### src/design/mchm_pkg.sv
// Package for the nearest marker code matcher.
// Holds the shared widths, codes, controller types and the popcount function.
// No dependencies.
package mchm_pkg;

  localparam int unsigned WORD_W       = 40;
  localparam int unsigned CELL_W       = 36;
  localparam int unsigned ROT_N        = 4;
  localparam int unsigned ROT_W        = 2;
  localparam int unsigned ID_W         = 8;
  localparam int unsigned DIST_W       = 6;
  localparam int unsigned CFG_W        = 9;
  localparam int unsigned OP_W         = 1;

  localparam logic [DIST_W-1:0] INITIAL_BEST  = 6'd37;
  localparam logic [CFG_W-1:0]  ENTRIES_RESET = 9'd250;

  localparam logic [OP_W-1:0] OP_LOAD  = 1'b0;
  localparam logic [OP_W-1:0] OP_MATCH = 1'b1;

  typedef enum logic [1:0] {
    ST_IDLE,
    ST_SCAN,
    ST_DRAIN,
    ST_FINISH
  } ctrl_state_t;

  typedef struct packed {
    logic start;     // latch candidate and limit, clear best and scan counter
    logic issue;     // read the next dictionary entry
    logic write;     // write one dictionary word from the input transaction
    logic out_load;  // copy the best match into the output register
  } dp_cmd_t;

  typedef struct packed {
    logic scan_done;   // every entry in use has been read
    logic pipe_empty;  // no read or distance still in flight
    logic found;       // best distance is below the initial best
  } dp_status_t;

  // Number of set bits in one packed code word.
  function automatic logic [DIST_W-1:0] popcount_word(input logic [WORD_W-1:0] v);
    logic [DIST_W-1:0] n;
    n = '0;
    for (int i = 0; i < WORD_W; i++) begin
      n = n + DIST_W'(v[i]);
    end
    return n;
  endfunction

endpackage

### src/design/mchm_ctrl.sv
// Controller of the nearest marker code matcher: handshakes and scan sequencing.
// Depends on mchm_pkg for the state, command and status types.
module mchm_ctrl (
  input  logic                  clk,
  input  logic                  rst_n,
  input  logic                  in_valid,
  input  logic [mchm_pkg::OP_W-1:0] in_opcode,
  output logic                  in_ready,
  output logic                  out_valid,
  input  logic                  out_ready,
  input  mchm_pkg::dp_status_t  status,
  output mchm_pkg::dp_cmd_t     cmd
);

  mchm_pkg::ctrl_state_t state_r, state_nxt;
  logic                  out_valid_r, out_valid_nxt;
  logic                  in_acc;

  always_ff @(posedge clk) begin
    if (!rst_n) begin
      state_r     <= mchm_pkg::ST_IDLE;
      out_valid_r <= 1'b0;
    end else begin
      state_r     <= state_nxt;
      out_valid_r <= out_valid_nxt;
    end
  end

  assign in_ready  = (state_r == mchm_pkg::ST_IDLE);
  assign out_valid = out_valid_r;
  assign in_acc    = in_valid && in_ready;

  always_comb begin
    state_nxt     = state_r;
    out_valid_nxt = out_valid_r && !out_ready;
    cmd           = '0;
    case (state_r)
      mchm_pkg::ST_IDLE: begin
        if (in_acc) begin
          if (in_opcode == mchm_pkg::OP_MATCH) begin
            cmd.start = 1'b1;
            state_nxt = mchm_pkg::ST_SCAN;
          end else begin
            cmd.write = 1'b1;
          end
        end
      end
      mchm_pkg::ST_SCAN: begin
        if (status.scan_done) begin
          state_nxt = mchm_pkg::ST_DRAIN;
        end else begin
          cmd.issue = 1'b1;
        end
      end
      mchm_pkg::ST_DRAIN: begin
        if (status.pipe_empty) begin
          state_nxt = mchm_pkg::ST_FINISH;
        end
      end
      mchm_pkg::ST_FINISH: begin
        if (!status.found) begin
          state_nxt = mchm_pkg::ST_IDLE;
        end else if (!out_valid_r || out_ready) begin
          cmd.out_load  = 1'b1;
          out_valid_nxt = 1'b1;
          state_nxt     = mchm_pkg::ST_IDLE;
        end
      end
      default: begin
        state_nxt = mchm_pkg::ST_IDLE;
      end
    endcase
  end

endmodule

### config.mk
export PLATFORM = sky130hd
export DESIGN_NAME = mchm_ctrl
export DESIGN_NICKNAME = d
export VERILOG_FILES = /design/src/design/mchm_pkg.sv /design/src/design/mchm_ctrl.sv
export SDC_FILE = /design/constraint.sdc
export NUM_CORES = 1
export LEC_CHECK = 0
export ABC_AREA = 1
export BUFFER_PORTS_ARGS = -buffer_cell sky130_fd_sc_hd__clkbuf_2
export CAP_MARGIN = 20
export CORE_AREA = 10 10 47 49
export CTS_CLUSTER_SIZE = 20
export DETAILED_ROUTE_END_ITERATION = 10
export DIE_AREA = 0 0 57 59
export GPL_TIMING_DRIVEN = 0
export PLACE_DENSITY = 0.54
export SLEW_MARGIN = 40
export SYNTH_ARGS = -nofsm -noshare
export SYNTH_HDL_FRONTEND = slang
export SYNTH_SLANG_ARGS = --single-unit
### constraint.sdc
create_clock -name clk -period 2.8 [get_ports clk]
set_input_delay 0.14 -clock clk [delete_from_list [all_inputs] [get_ports clk]]
set_output_delay 0.14 -clock clk [all_outputs]
set_load 0.02 [all_outputs]
# Word level (Yosys, flattened, before mapping)

Index checks and enable logic that the tools add are counted.

Register bits after elaboration: 3
Word-level logic and storage cells: 38
Input port bits: 8

Equal/unequal tests: 8
Reductions and logical operators: 7
Mux-type cells: 21

Operators by type and width:

| operator                                                                | count |
|---|---|
| 1-bit two-way mux                                                       | 14 |
| 2-bit two-way mux                                                       | 6 |
| 2-bit one-hot mux with 4 select lines                                   | 1 |
| 2-bit inequality test, second input constant                            | 3 |
| 5-bit AND reduction                                                     | 1 |
| 2-bit equality test, second input constant                              | 2 |
| 3-bit inequality test, second input constant                            | 1 |
| 2-bit by 1-bit equality test with 1-bit output, second input constant   | 1 |
| 1-bit logical AND                                                       | 2 |
| 1-bit zero test                                                         | 2 |
| 2-bit zero test                                                         | 1 |
| 2-bit by 1-bit inequality test with 1-bit output, second input constant | 1 |
| 1-bit logical OR                                                        | 1 |

# Logic depth before layout (Yosys ltp)

Gate-level depths: netlist (run 1).

Word-level depth: 5
Depth in mapped cells: 8
Depth with buffers taken out: 8

# Worst setup path after synthesis (run 1)

OpenSTA, ideal clock, no wires.

Kind: reg2out
From: reg state_r[0]
To: out cmd[1] in the netlist's numbering
Stages on the path, launching flop included: 5
Data arrival time: 1.132 ns
Path slack: 1.528 ns
Cell sequence: dfxtp_1 > inv_1 > ha_1 > nand2_1 > nor2_1

RTL lines:

| what                   | line            | RTL |
|---|---|---|
| from (decl)            | mchm_ctrl.sv:15 | `mchm_pkg::ctrl_state_t state_r, state_nxt;` |
| from (signal assigned) | mchm_ctrl.sv:21 | `state_r <= mchm_pkg::ST_IDLE;` |
| from (signal assigned) | mchm_ctrl.sv:24 | `state_r <= state_nxt;` |
| to (decl)              | mchm_ctrl.sv:12 | `output mchm_pkg::dp_cmd_t cmd` |

==> results.txt, run 1 <==
----------------------------------------------------
[Run status]
  Outcome ... complete, no violations

[Clock network]
  Depth of the CTS H-tree ... 1
  Clock tree sinks ... 3
  CTS Hold Bufs ... 0
  Setup fix buffers added after clock tree synthesis ... 0
  Clock-pin slew of the registers on the worst-case setup and hold paths ... 0.04 ns
  Post-cts repair resize count ... 0
  Number of buffers between clock root and the deepest sink ... 2
  Clk Latency, worst-skew pair ... between 0.2 and 0.25 ns
  Clock buffer count from CTS ... 3
  TritonCTS clock tree ... done
  Clk Tree Root Cell ... clkbuf_4

[Timing]
  RSZ-0062 raised after global routing ... false
  Hold Slack ... 0.154 ns
  Worst-margin pin slew ... ~0.2 ns
  Fmax ... roughly 0.7 GHz
  Time the final worst path needs with I/O delays and setup ... 1.43 ns
  Final worst setup slack ... 1.37 ns
  Final setup viols ... 0
  Hold Vio Cnt, Final ... 0
  Worst relative slew slack ... 0.868
  Part of the cycle the worst path needs ... 0.512
  Maximum clock skew at final layout ... 0.00200 ns
  Setup TNS after final layout ... 0 ns
  Number of max-slew violations in the final report ... 0

[Setup path]
  List of cells traversed by the critical path ... inv_1 -> ha_1 -> nand2_1 -> nor2_1 -> clkbuf_2
  Sort of element at the start of the critical path ... register
  Slowest library cell on the worst path ... dfxtp_1
  Critical path start-end classification ... register to output port
  Required time of the critical path ... 2.66 ns
  Maximum fanout encountered on the critical timing path ... 5
  Largest incremental delay on the critical path ... 0.34 ns
  Type of element capturing the critical path ... output port
  Worst EP arrival ... 1.29 ns

[Detailed routing]
  Post-detailed-route via-to-cell ratio ... 3.81
  First-pass iteration count of the detailed router ... 4
  Antenna violation net count after detailed routing ... 0
  WL final ... ~680 um
  Number of DRC markers after the initial detailed-route iteration ... 5
  Drt wl/cell ... 8.88 um
  DR vias ... about 290
  Number of remaining DRC errors ... 0

[Floorplan]
  Total Die Area ... 3360 um2
  Row cnt ... 14
  Horizontal die dimension ... 57 um
  Total core area ... 1400 um2
  Effective utilization at floorplan ... 0.203
  Ports ... 14
  Vertical die dimension ... roughly 59 um

[Synth]
  Number of synthesized register bits ... 3
  Biggest area contributors in the synthesized netlist ... dfxtp_1 (21%), ha_1 (18%), inv_1 (12%)
  Synth unique cells ... 12
  Post-synthesis instance area ... between 200 and 300 um2
  Number of warnings printed during yosys synthesis ... 0
  Post-Syn Instances ... 44
  Net count after synthesis ... 56
  Post-synth top area cell ... dfxtp_1
  Sequential fraction of the synthesis area ... 0.211
  Syn Area/Cell ... roughly 6.5 um2
  Share of Yosys cell area claimed by the top area cell type ... 0.211

[Global routing]
  Via count of the first global-routing pass ... 305
  Overflow left after global routing ... 0
  Wire length of the first global-routing pass ... 1120 um
  Pin count of the biggest net entering global routing ... 6
  Total routing usage reported by global routing ... 0.0406
  Antenna violations before repair ... 0

[Cells and area]
  Layout cell share with drive strength beyond 1 ... 0.410
  End-of-flow core utilization ... 0.282
  Post-layout nets ... 74
  Ant. Diodes ... 0
  Finished Layout Cells ... 77
  Area growth, synth to finish ... 39.2%

[Place]
  Dpl hpwl ... 592 um
  Buffers on Ports ... 13
  Last weighted congestion value of the routability-driven placer ... 0.747
  Placed insts ... 73
  DP Worst Slack ... between 1 and 1.5 ns

[Pwr]
  Pwr per Cell Area ... a little under 900 nW/um2
  Lkg Pwr ... 0.000246 uW
  IR drop worst, VDD ... 0.341 mV

[Hold path]
  Kind of path behind the tightest hold check ... input port to register

[Run]
  Max Cap Viol ... 0

----------------------------------------------------
[critical path, delay by kind of cell, from the launching register on]
kind / cells / cell delay (ns)
flip-flops: 1 / 0.34
adder cells (fa/ha/maj): 1 / 0.26
AND/OR/NAND/NOR: 2 / 0.20
buffers and inverters: 2 / 0.27
[synth_stat cells]
master,count
nand3_2,1
nand2_1,8
ha_1,4
nand3_1,2
nor2_4,1
nand2_2,4
nor2_2,2
inv_2,1
inv_1,9
nor2_1,8
dfxtp_1,3
o21a_1,1
[flip-flops by register name, indices dropped and copies added (netlist names)]
signal and count:
state_r 2, out_valid 1
[path summary, 6_finish.rpt]
check,start,to,slack (ns),cells after the start
min,rst_n,state_r[0]$_SDFFE_PN0P_,0.15,3
max,state_r[0]$_SDFFE_PN0P_,cmd[1],1.37,5
max reg2reg,state_r[0]$_SDFFE_PN0P_,state_r[0]$_SDFFE_PN0P_,1.49,8
min reg2reg,state_r[1]$_SDFFE_PN0P_,state_r[1]$_SDFFE_PN0P_,0.54,2
[power breakdown]
part | total, uW | leakage (uW) | switching (uW) | internal (uW)
registers | 71.1 | 0.0000247 | 14.5 | 56.6
logic | 207 | 0.000206 | 130 | 77.4
clock network | 74.9 | 0.0000150 | 21.6 | 53.4
[area by class of cell]
type / instances / area, um2
Clock buffer: 4 / 26.3
Fill cell: 160 / 1010
Timing Repair Buffer: 13 / 65.1
Sequential cell: 3 / 60.1
Multi-Input combinational cell: 31 / 186
Inverter: 10 / 37.5
Tap cell: 16 / 20.0
[layer usage]
layer | routed length (um) | vias up | GRT usage
met1 | 274 | 123 | 0.0320
met5 | 0 | - | 0
met3 | 58 | 0 | 0.0215
met2 | 351 | 9 | 0.0744
li1 | - | 161 | -
met4 | 0 | 0 | 0.0302
[stage by stage]
stage	area, um2	power [uW]
3_3_place_gp	369	272
5_1_grt	395	391
4_1_cts	395	358
3_5_place_dp	369	279
2_1_floorplan	284	226
6_report	395	353
[cell families after synthesis]
logic type	after synthesis	synth area share
AOI/OAI and AO/OA	1	0.0264
buffers and inverters	10	0.132
DFF	3	0.211
adders and majority gates	4	0.176
and+or+nand+nor	26	0.454
[cell usage in the layout, fill, tap and decap left out, drive strengths merged]
cell type   n
clkbuf     17
nand2      12
nor2       11
inv        10
ha          4
dfxtp       3
nand3       3
o21a        1
No activity file was read; power rests on OpenSTA's default activity.
==> run 2: changes to the inputs <==
--- a/config.mk
+++ b/config.mk
@@ -5,7 +5,7 @@
 export SDC_FILE = /design/constraint.sdc
 export NUM_CORES = 1
 export LEC_CHECK = 0
-export ABC_AREA = 1
+export ABC_AREA = 0
 export BUFFER_PORTS_ARGS = -buffer_cell sky130_fd_sc_hd__clkbuf_2
 export CAP_MARGIN = 20
 export CORE_AREA = 10 10 47 49
@@ -13,7 +13,7 @@
 export DETAILED_ROUTE_END_ITERATION = 10
 export DIE_AREA = 0 0 57 59
 export GPL_TIMING_DRIVEN = 0
-export PLACE_DENSITY = 0.54
+export PLACE_DENSITY = 0.52
 export SLEW_MARGIN = 40
 export SYNTH_ARGS = -nofsm -noshare
 export SYNTH_HDL_FRONTEND = slang
==> constraint.sdc (replaced) <==
create_clock -name clk -period 1.4 [get_ports clk]
set_input_delay 0.07 -clock clk [delete_from_list [all_inputs] [get_ports clk]]
set_output_delay 0.07 -clock clk [all_outputs]
set_load 0.02 [all_outputs]
==> results.txt, run 2 <==
----------------------------------------------------
[Synth]
  Biggest area contributors in the synthesized netlist ... dfxtp_1 (24%), ha_1 (20%), a2111oi_4 (11%) (was dfxtp_1 (21%), ha_1 (18%), inv_1 (12%))
  Most frequently used flop master after synthesis ... dfxtp_1 (unchanged)
  Net count after synthesis ... 39 (was 56)
  Number of synthesized flops with an enable pin ... 0 (unchanged)
  Share of Yosys cell area claimed by the top area cell type ... 0.236 (was 0.211)
  Share of synthesized flip-flops with an asynchronous set or reset ... 0 (unchanged)
  Number of synthesized register bits ... 3 (unchanged)
  Most used standard cell by instance count after synthesis ... nand2_1 (was inv_1)
  Syn Area/Cell ... 9.41 um2 (was 6.46 um2)
  Synth unique cells ... 15 (was 12)
  Post-synth top area cell ... dfxtp_1 (unchanged)
  Post-synthesis instance area ... 254 um2 (was 284 um2)
  Sequential fraction of the synthesis area ... 0.236 (was 0.211)
  Number of warnings printed during yosys synthesis ... 0 (unchanged)
  Post-Syn Instances ... 27 (was 44)
  Top cell types by occurrence after synthesis ... nand2_1 (5), ha_1 (4), dfxtp_1 (3), inv_1 (3), mux2i_1 (2) (was inv_1 (9), nand2_1 (8), nor2_1 (8))

[Setup path]
  Depth of the most critical reg-to-reg path ... 5 (was 8)
  Critical path endpoint ... state_r[0]$_SDFFE_PN0P_ (was cmd[1])
  Type of element capturing the critical path ... register (was output port)
  Maximum fanout encountered on the critical timing path ... 4 (was 5)
  Critical path start-end classification ... register to register (was register to output port)
  Start point of the critical path ... state_r[1]$_SDFFE_PN0P_ (was state_r[0]$_SDFFE_PN0P_)
  Minimum setup slack among reg-to-reg paths ... 0.04 ns (was 1.49 ns)
  Worst R2R End ... state_r[0]$_SDFFE_PN0P_ (unchanged)
  Sort of element at the start of the critical path ... register (unchanged)
  Worst EP arrival ... 1.52 ns (was 1.29 ns)
  Required time of the critical path ... 1.56 ns (was 2.66 ns)
  Startpoint of the lowest-slack register-to-register path ... state_r[1]$_SDFFE_PN0P_ (was state_r[0]$_SDFFE_PN0P_)

[Timing]
  Worst relative slew slack ... 0.773 (was 0.868)
  Part of the cycle the worst path needs ... 0.973
  Fmax ... ~0.73 GHz
  Time the final worst path needs with I/O delays and setup ... 1.36 ns
  RSZ-0062 raised after global routing ... true (was false)
  Hold Vio Cnt, Final ... 0 (unchanged)
  Final setup viols ... 0 (unchanged)
  Maximum clock skew at final layout ... 0.00315 ns (was 0.00200 ns)
  Number of max-slew violations in the final report ... 0 (unchanged)
  Worst-margin pin slew ... 0.341 ns (was 0.198 ns)

[Clock network]
  Clk Tree Root Cell ... clkbuf_4 (unchanged)
  Clock-pin slew of the registers on the worst-case setup and hold paths ... 0.04 ns (about the same)
  Number of buffers between clock root and the deepest sink ... 2 (unchanged)
  Depth of the CTS H-tree ... 1 (unchanged)
  Clock tree sinks ... 3 (unchanged)
  Clk Latency, worst-skew pair ... 0.23 ns (about the same)
  TritonCTS clock tree ... done (unchanged)
  Setup fix buffers added after clock tree synthesis ... 0 (unchanged)
  Clock buffer count from CTS ... 3 (unchanged)

[Cells and area]
  Most common cell after layout, fill and taps aside ... clkbuf_2 (unchanged)
  Area growth, synth to finish ... 51.2% (was 39.2%)
  Highest-count cells in the layout ignoring fill and taps ... clkbuf_2 (13), nand2_1 (5), ha_2 (4), clkbuf_4 (3) (was clkbuf_2 (13), inv_1 (9), nand2_1 (8), nor2_1 (8))
  Post-layout nets ... 57 (was 74)
  Number of flip-flops in the largest register ... 2 (unchanged)
  End-of-flow core utilization ... 0.274 (was 0.282)
  Layout cell share with drive strength beyond 1 ... 0.591 (was 0.410)
  Final design area excluding fillers ... 384 um2 (was 395 um2)
  Ant. Diodes ... 0 (unchanged)
  Register ranked first by flip-flop count ... state_r (unchanged)
  Layout filler cell count ... 159 (was 160)

[Place]
  Buffers on Ports ... 13 (unchanged)
  Cell area after placement ... 342 um2 (was 369 um2)
  Last weighted congestion value of the routability-driven placer ... 0.606 (was 0.747)
  Dpl hpwl ... 524 um (was 592 um)

[Detailed routing]
  First-pass iteration count of the detailed router ... 2 (was 4)
  DR vias ... 228 (was 293)
  WL final ... 584 um (was 684 um)
  Post-detailed-route via-to-cell ratio ... 3.80 (was 3.81)
  Drt wl/cell ... 9.73 um (was 8.88 um)
  Number of DRC markers after the initial detailed-route iteration ... 1 (was 5)
  Antenna violation net count after detailed routing ... 0 (unchanged)
  Number of remaining DRC errors ... 0 (unchanged)

[Floorplan]
  Ports ... 14 (unchanged)
  Horizontal die dimension ... 57 um (unchanged)
  Vertical die dimension ... 59 um (unchanged)
  Total core area ... 1400 um2 (unchanged)
  Effective utilization at floorplan ... 0.181 (was 0.203)
  Total Die Area ... 3360 um2 (unchanged)
  Row cnt ... 14 (unchanged)

[Hold path]
  Cell count of the worst hold path ... 3 (unchanged)
  Kind of path behind the tightest hold check ... input port to register (unchanged)

[Pwr]
  Pwr per Cell Area ... 1670 nW/um2 (was 894 nW/um2)
  Fraction of power consumed by sequential logic ... 0.233 (was 0.201)
  Internal power ... 387 uW (was 187 uW)
  Total net switching power ... 253 uW (was 166 uW)
  Share of total power in the clock network ... 0.237 (was 0.212)
  IR drop worst, VDD ... 0.560 mV (was 0.341 mV)
  Sw Share ... 0.395 (was 0.470)
  Lkg Pwr ... 0.000180 uW (was 0.000246 uW)
  Share of power burned in combinational logic ... 0.530 (was 0.587)

[Run]
  Max Cap Viol ... 0 (unchanged)

[Global routing]
  Overflow left after global routing ... 0 (unchanged)
  Antenna violations before repair ... 0 (unchanged)
  Pin count of the biggest net entering global routing ... 6 (unchanged)
  Via count of the first global-routing pass ... 243 (was 305)
  Wire length of the first global-routing pass ... 1000 um (was 1120 um)
  Total routing usage reported by global routing ... 0.0415 (was 0.0406)

[Run status]
  Outcome ... complete, no violations (unchanged)

----------------------------------------------------
-- run 2: cell types whose count changed after synthesis, moves of 2 or more --
cell	before	now
mux2i_1	0	2
nand2_2	4	0
nand2_1	8	5
nor2_2	2	0
nor2_1	8	1
inv_1	9	3
nand3_1	2	0
-- run 2: cell type report --
cell class / instances / area (um2) / share of cell area
clock buffers: 4 / 26.3 / 0.0684
inverters: 3 / 11.3 / 0.0293
multi-input cells: 21 / 196 / 0.511
flip-flops and latches: 3 / 65.1 / 0.169
well taps: 16 / 20.0 / 0.0521
repair buffers: 13 / 65.1 / 0.169
-- run 2: routing by layer --
layer  vias to the layer above  global-route usage  part of all wire
li1                        127                   -                 -
met1                        95              0.0368              0.39
met5                         -                   0                 0
met3                         0              0.0472              0.13
met2                         6              0.0481              0.48
met4                         0              0.0403                 0
-- run 2: critical path: stages (launching register included) --
cell and delay (ns):
dfxtp_4 0.36, inv_2 0.04, ha_2 0.15, nor2b_4 0.13
a2111oi_4 0.39, mux2i_1 0.22
-- run 2: stage by stage --
stage / hold slack, ns / instances / TNS, ns / worst slack, ns / total power (uW)
global route: 0.120 / 60 / -0.0317 / -0.0220 / 703
global placement: 0.365 / 56 / -0.102 / -0.0590 / 472
finish: 0.116 / 60 / 0 / 0.0383 / 640
detailed placement: 0.360 / 56 / -0.103 / -0.0599 / 476
CTS: 0.108 / 60 / -0.00797 / -0.00797 / 640
floorplan: 0.179 / 27 / 0 / 0.0419 / 392
-- run 2: how the worst min path moves through the flow --
| stage | start | end | slack [ns] |
|---|---|---|---|
| floorplan | status[2] | cmd[2] | 0.18 |
| global placement | status[0] | out_valid$_SDFF_PN0_ | 0.37 |
| detailed placement | status[0] | out_valid$_SDFF_PN0_ | 0.36 |
| CTS | status[0] | out_valid$_SDFF_PN0_ | 0.11 |
| global route | rst_n | state_r[0]$_SDFFE_PN0P_ | 0.12 |
| finish | status[0] | out_valid$_SDFF_PN0_ | 0.12 |
-- run 2: power by group through the flow --
stage | registers [uW] | clock network (uW) | logic, uW
final | 149 | 151 | 339
after global routing | 154 | 173 | 376
after CTS | 142 | 161 | 337
after detailed placement | 137 | 0 | 339
after global placement | 137 | 0 | 335
after floorplan | 132 | 0 | 260
-- run 2: kinds of logic (layout without fill, tap and decap cells) --
logic type / after synthesis / after routing / share of synthesized area
AND/OR/NAND/NOR: 11 / 11 / 0.256
AO/OA/AOI/OAI: 4 / 4 / 0.187
multiplexers: 2 / 2 / 0.0788
buffers and inverters: 3 / 20 / 0.0443
flip-flops: 3 / 3 / 0.236
adder cells (fa/ha/maj): 4 / 4 / 0.197
-- run 2: what timing repair did --
action | CTS | global route
hold buffers | 0 | 0
endpoints found under the setup margin | 2 | 2
cloned | 0 | 0
pin swaps | 2 | 2
gates resized for setup | 3 | 5
==> run 3: changes to the inputs <==
--- a/config.mk
+++ b/config.mk
@@ -8,12 +8,14 @@
 export ABC_AREA = 0
 export BUFFER_PORTS_ARGS = -buffer_cell sky130_fd_sc_hd__clkbuf_2
 export CAP_MARGIN = 20
+export CELL_PAD_IN_SITES_DETAIL_PLACEMENT = 1
+export CELL_PAD_IN_SITES_GLOBAL_PLACEMENT = 2
 export CORE_AREA = 10 10 47 49
 export CTS_CLUSTER_SIZE = 20
 export DETAILED_ROUTE_END_ITERATION = 10
 export DIE_AREA = 0 0 57 59
 export GPL_TIMING_DRIVEN = 0
-export PLACE_DENSITY = 0.52
+export PLACE_DENSITY = 0.76
 export SLEW_MARGIN = 40
 export SYNTH_ARGS = -nofsm -noshare
 export SYNTH_HDL_FRONTEND = slang
==> results.txt, run 3 (synthesis gave the netlist of run 2 again) <==
----------------------------------------------------
[Setup path]
  Type of element capturing the critical path ... register (unchanged)
  Critical path start-end classification ... register to register (unchanged)
  List of cells traversed by the critical path ... inv_2 -> ha_2 -> nor2b_4 -> a2111oi_4 -> mux2i_1 (unchanged)
  Required time of the critical path ... 1.56 ns (about the same)
  Number of buffers and inverters on the critical path ... 1 (unchanged)
  Largest incremental delay on the critical path ... 0.38 ns (was 0.39 ns)
  Cell family contributing the most delay on the critical path ... compound AO/OA/AOI/OAI gates (unchanged)
  Maximum fanout encountered on the critical timing path ... 4 (unchanged)
  Slowest library cell on the worst path ... a2111oi_4 (unchanged)
  Minimum setup slack among reg-to-reg paths ... 0.05 ns (was 0.04 ns)
  Worst EP arrival ... 1.51 ns (was 1.52 ns)
  Sort of element at the start of the critical path ... register (unchanged)

[Cells and area]
  Area growth, synth to finish ... 50.7% (was 51.2%)
  Layout cell share with drive strength beyond 1 ... 0.568 (was 0.591)
  Flip-flop and latch area ... 67.6 um2 (was 65.1 um2)
  Most common cell after layout, fill and taps aside ... clkbuf_2 (unchanged)
  Multi-input gate area in the final layout ... 193 um2 (was 196 um2)
  Layout filler cell count ... 183 (was 159)
  Register ranked first by flip-flop count ... state_r (unchanged)
  End-of-flow core utilization ... 0.273 (was 0.274)
  Number of flip-flops in the largest register ... 2 (unchanged)
  Post-layout nets ... 57 (unchanged)
  Ant. Diodes ... 0 (unchanged)
  Highest-count cells in the layout ignoring fill and taps ... clkbuf_2 (13), nand2_1 (5), ha_2 (4), clkbuf_4 (3) (unchanged)

[Timing]
  Time the final worst path needs with I/O delays and setup ... 1.35 ns (was 1.36 ns)
  Setup TNS after final layout ... 0 ns (unchanged)
  Worst-margin pin slew ... 0.333 ns (was 0.341 ns)
  Final setup viols ... 0 (unchanged)
  Fmax ... 0.742 GHz (was 0.734 GHz)
  RSZ-0062 raised after global routing ... true (unchanged)
  Worst relative slew slack ... 0.778 (was 0.773)
  Number of max-slew violations in the final report ... 0 (unchanged)
  Part of the cycle the worst path needs ... 0.963 (was 0.973)
  Hold Vio Cnt, Final ... 0 (unchanged)
  Maximum clock skew at final layout ... 0.00103 ns (was 0.00315 ns)

[Floorplan]
  Total Die Area ... 3360 um2 (unchanged)
  Effective utilization at floorplan ... 0.181 (unchanged)
  Horizontal die dimension ... 57 um (unchanged)
  Ports ... 14 (unchanged)
  Row cnt ... 14 (unchanged)
  Total core area ... 1400 um2 (unchanged)
  Vertical die dimension ... 59 um (unchanged)

[Detailed routing]
  Number of remaining DRC errors ... 0 (unchanged)
  Post-detailed-route via-to-cell ratio ... 4.10 (was 3.80)
  Antenna violation net count after detailed routing ... 0 (unchanged)
  WL final ... 652 um (was 584 um)
  DR vias ... 246 (was 228)
  Number of DRC markers after the initial detailed-route iteration ... 0 (was 1)
  Drt wl/cell ... 10.9 um (was 9.73 um)
  First-pass iteration count of the detailed router ... 1 (was 2)

[Clock network]
  Clk Latency, worst-skew pair ... 0.23 ns (about the same)
  Clock buffer count from CTS ... 3 (unchanged)
  TritonCTS clock tree ... done (unchanged)
  CTS Hold Bufs ... 0 (unchanged)
  Clock tree sinks ... 3 (unchanged)
  Clock-pin slew of the registers on the worst-case setup and hold paths ... 0.04 ns (about the same)
  Number of buffers between clock root and the deepest sink ... 2 (unchanged)
  Setup fix buffers added after clock tree synthesis ... 0 (unchanged)
  Clk Tree Root Cell ... clkbuf_4 (unchanged)
  Depth of the CTS H-tree ... 1 (unchanged)

[Hold path]
  Kind of path behind the tightest hold check ... input port to register (unchanged)

[Pwr]
  Pwr per Cell Area ... 1700 nW/um2 (was 1670 nW/um2)
  IR drop worst, VDD ... 0.733 mV (was 0.560 mV)
  Lkg Pwr ... 0.000180 uW (about the same)

[Global routing]
  Overflow left after global routing ... 0 (unchanged)
  Via count of the first global-routing pass ... 248 (was 243)
  Wire length of the first global-routing pass ... 1070 um (was 1000 um)
  Total routing usage reported by global routing ... 0.0424 (was 0.0415)
  Pin count of the biggest net entering global routing ... 6 (unchanged)
  Antenna violations before repair ... 0 (unchanged)

[Place]
  Last weighted congestion value of the routability-driven placer ... 0.705 (was 0.606)
  Buffers on Ports ... 13 (unchanged)
  Dpl hpwl ... 564 um (was 524 um)

[Run status]
  Outcome ... complete, no violations (unchanged)

[Run]
  Max Cap Viol ... 0 (unchanged)

----------------------------------------------------
==> run 3: final timing paths <==
kind / startpoint / end / cells past startpoint
max: state_r[1]$_SDFFE_PN0P_ / state_r[0]$_SDFFE_PN0P_ / 5
min: rst_n / state_r[1]$_SDFFE_PN0P_ / 3
max reg2reg: state_r[1]$_SDFFE_PN0P_ / state_r[0]$_SDFFE_PN0P_ / 5
min reg2reg: state_r[0]$_SDFFE_PN0P_ / state_r[0]$_SDFFE_PN0P_ / 2
==> run 3: power breakdown <==
part	switching [uW]	total (uW)	leakage, uW	internal, uW
combinational	185	342	0.000139	157
clock	47.9	155	0.0000150	107
sequential	29.1	153	0.0000259	124
==> run 3: layout make-up <==
type,count,area share
Inverter,3,0.0294
Timing Repair Buffer,13,0.170
Multi-Input combinational cell,21,0.503
Sequential cell,3,0.176
Tap cell,16,0.0523
Clock buffer,4,0.0686
==> run 3: metrics by stage <==
step | cells | total power (uW) | worst slack, ns | cell area [um2] | hold slack (ns)
floorplan | 27 | 392 | 0.0419 | 256 | 0.179
global placement | 56 | 476 | -0.0517 | 342 | 0.363
detailed placement | 56 | 481 | -0.0296 | 342 | 0.368
CTS | 60 | 649 | 0.00631 | 373 | 0.113
global route | 60 | 719 | -0.0437 | 383 | 0.120
finish | 60 | 650 | 0.0521 | 383 | 0.113
==> run 3: what timing repair did <==
item / in CTS / in global routing
endpoints found under the setup margin: 2 / 2
endpoints found under the hold margin: 0 / 0
gates resized for setup: 3 / 5
pin swaps: 2 / 1
==> run 3: worst register-to-register path: stages (launching register included) <==
cell and delay [ns]:
dfxtp_4 0.36, inv_2 0.04, ha_2 0.15, nor2b_4 0.13, a2111oi_4 0.38, mux2i_1 0.21
==> run 3: metal layers <==
metal  vias up  part of all wire  GRT usage
li1        124                 -          -
met1       111              0.40     0.0392
met2         9              0.49     0.0574
met3         2             0.098     0.0408
met4         0             0.012     0.0302
met5         -                 0          0
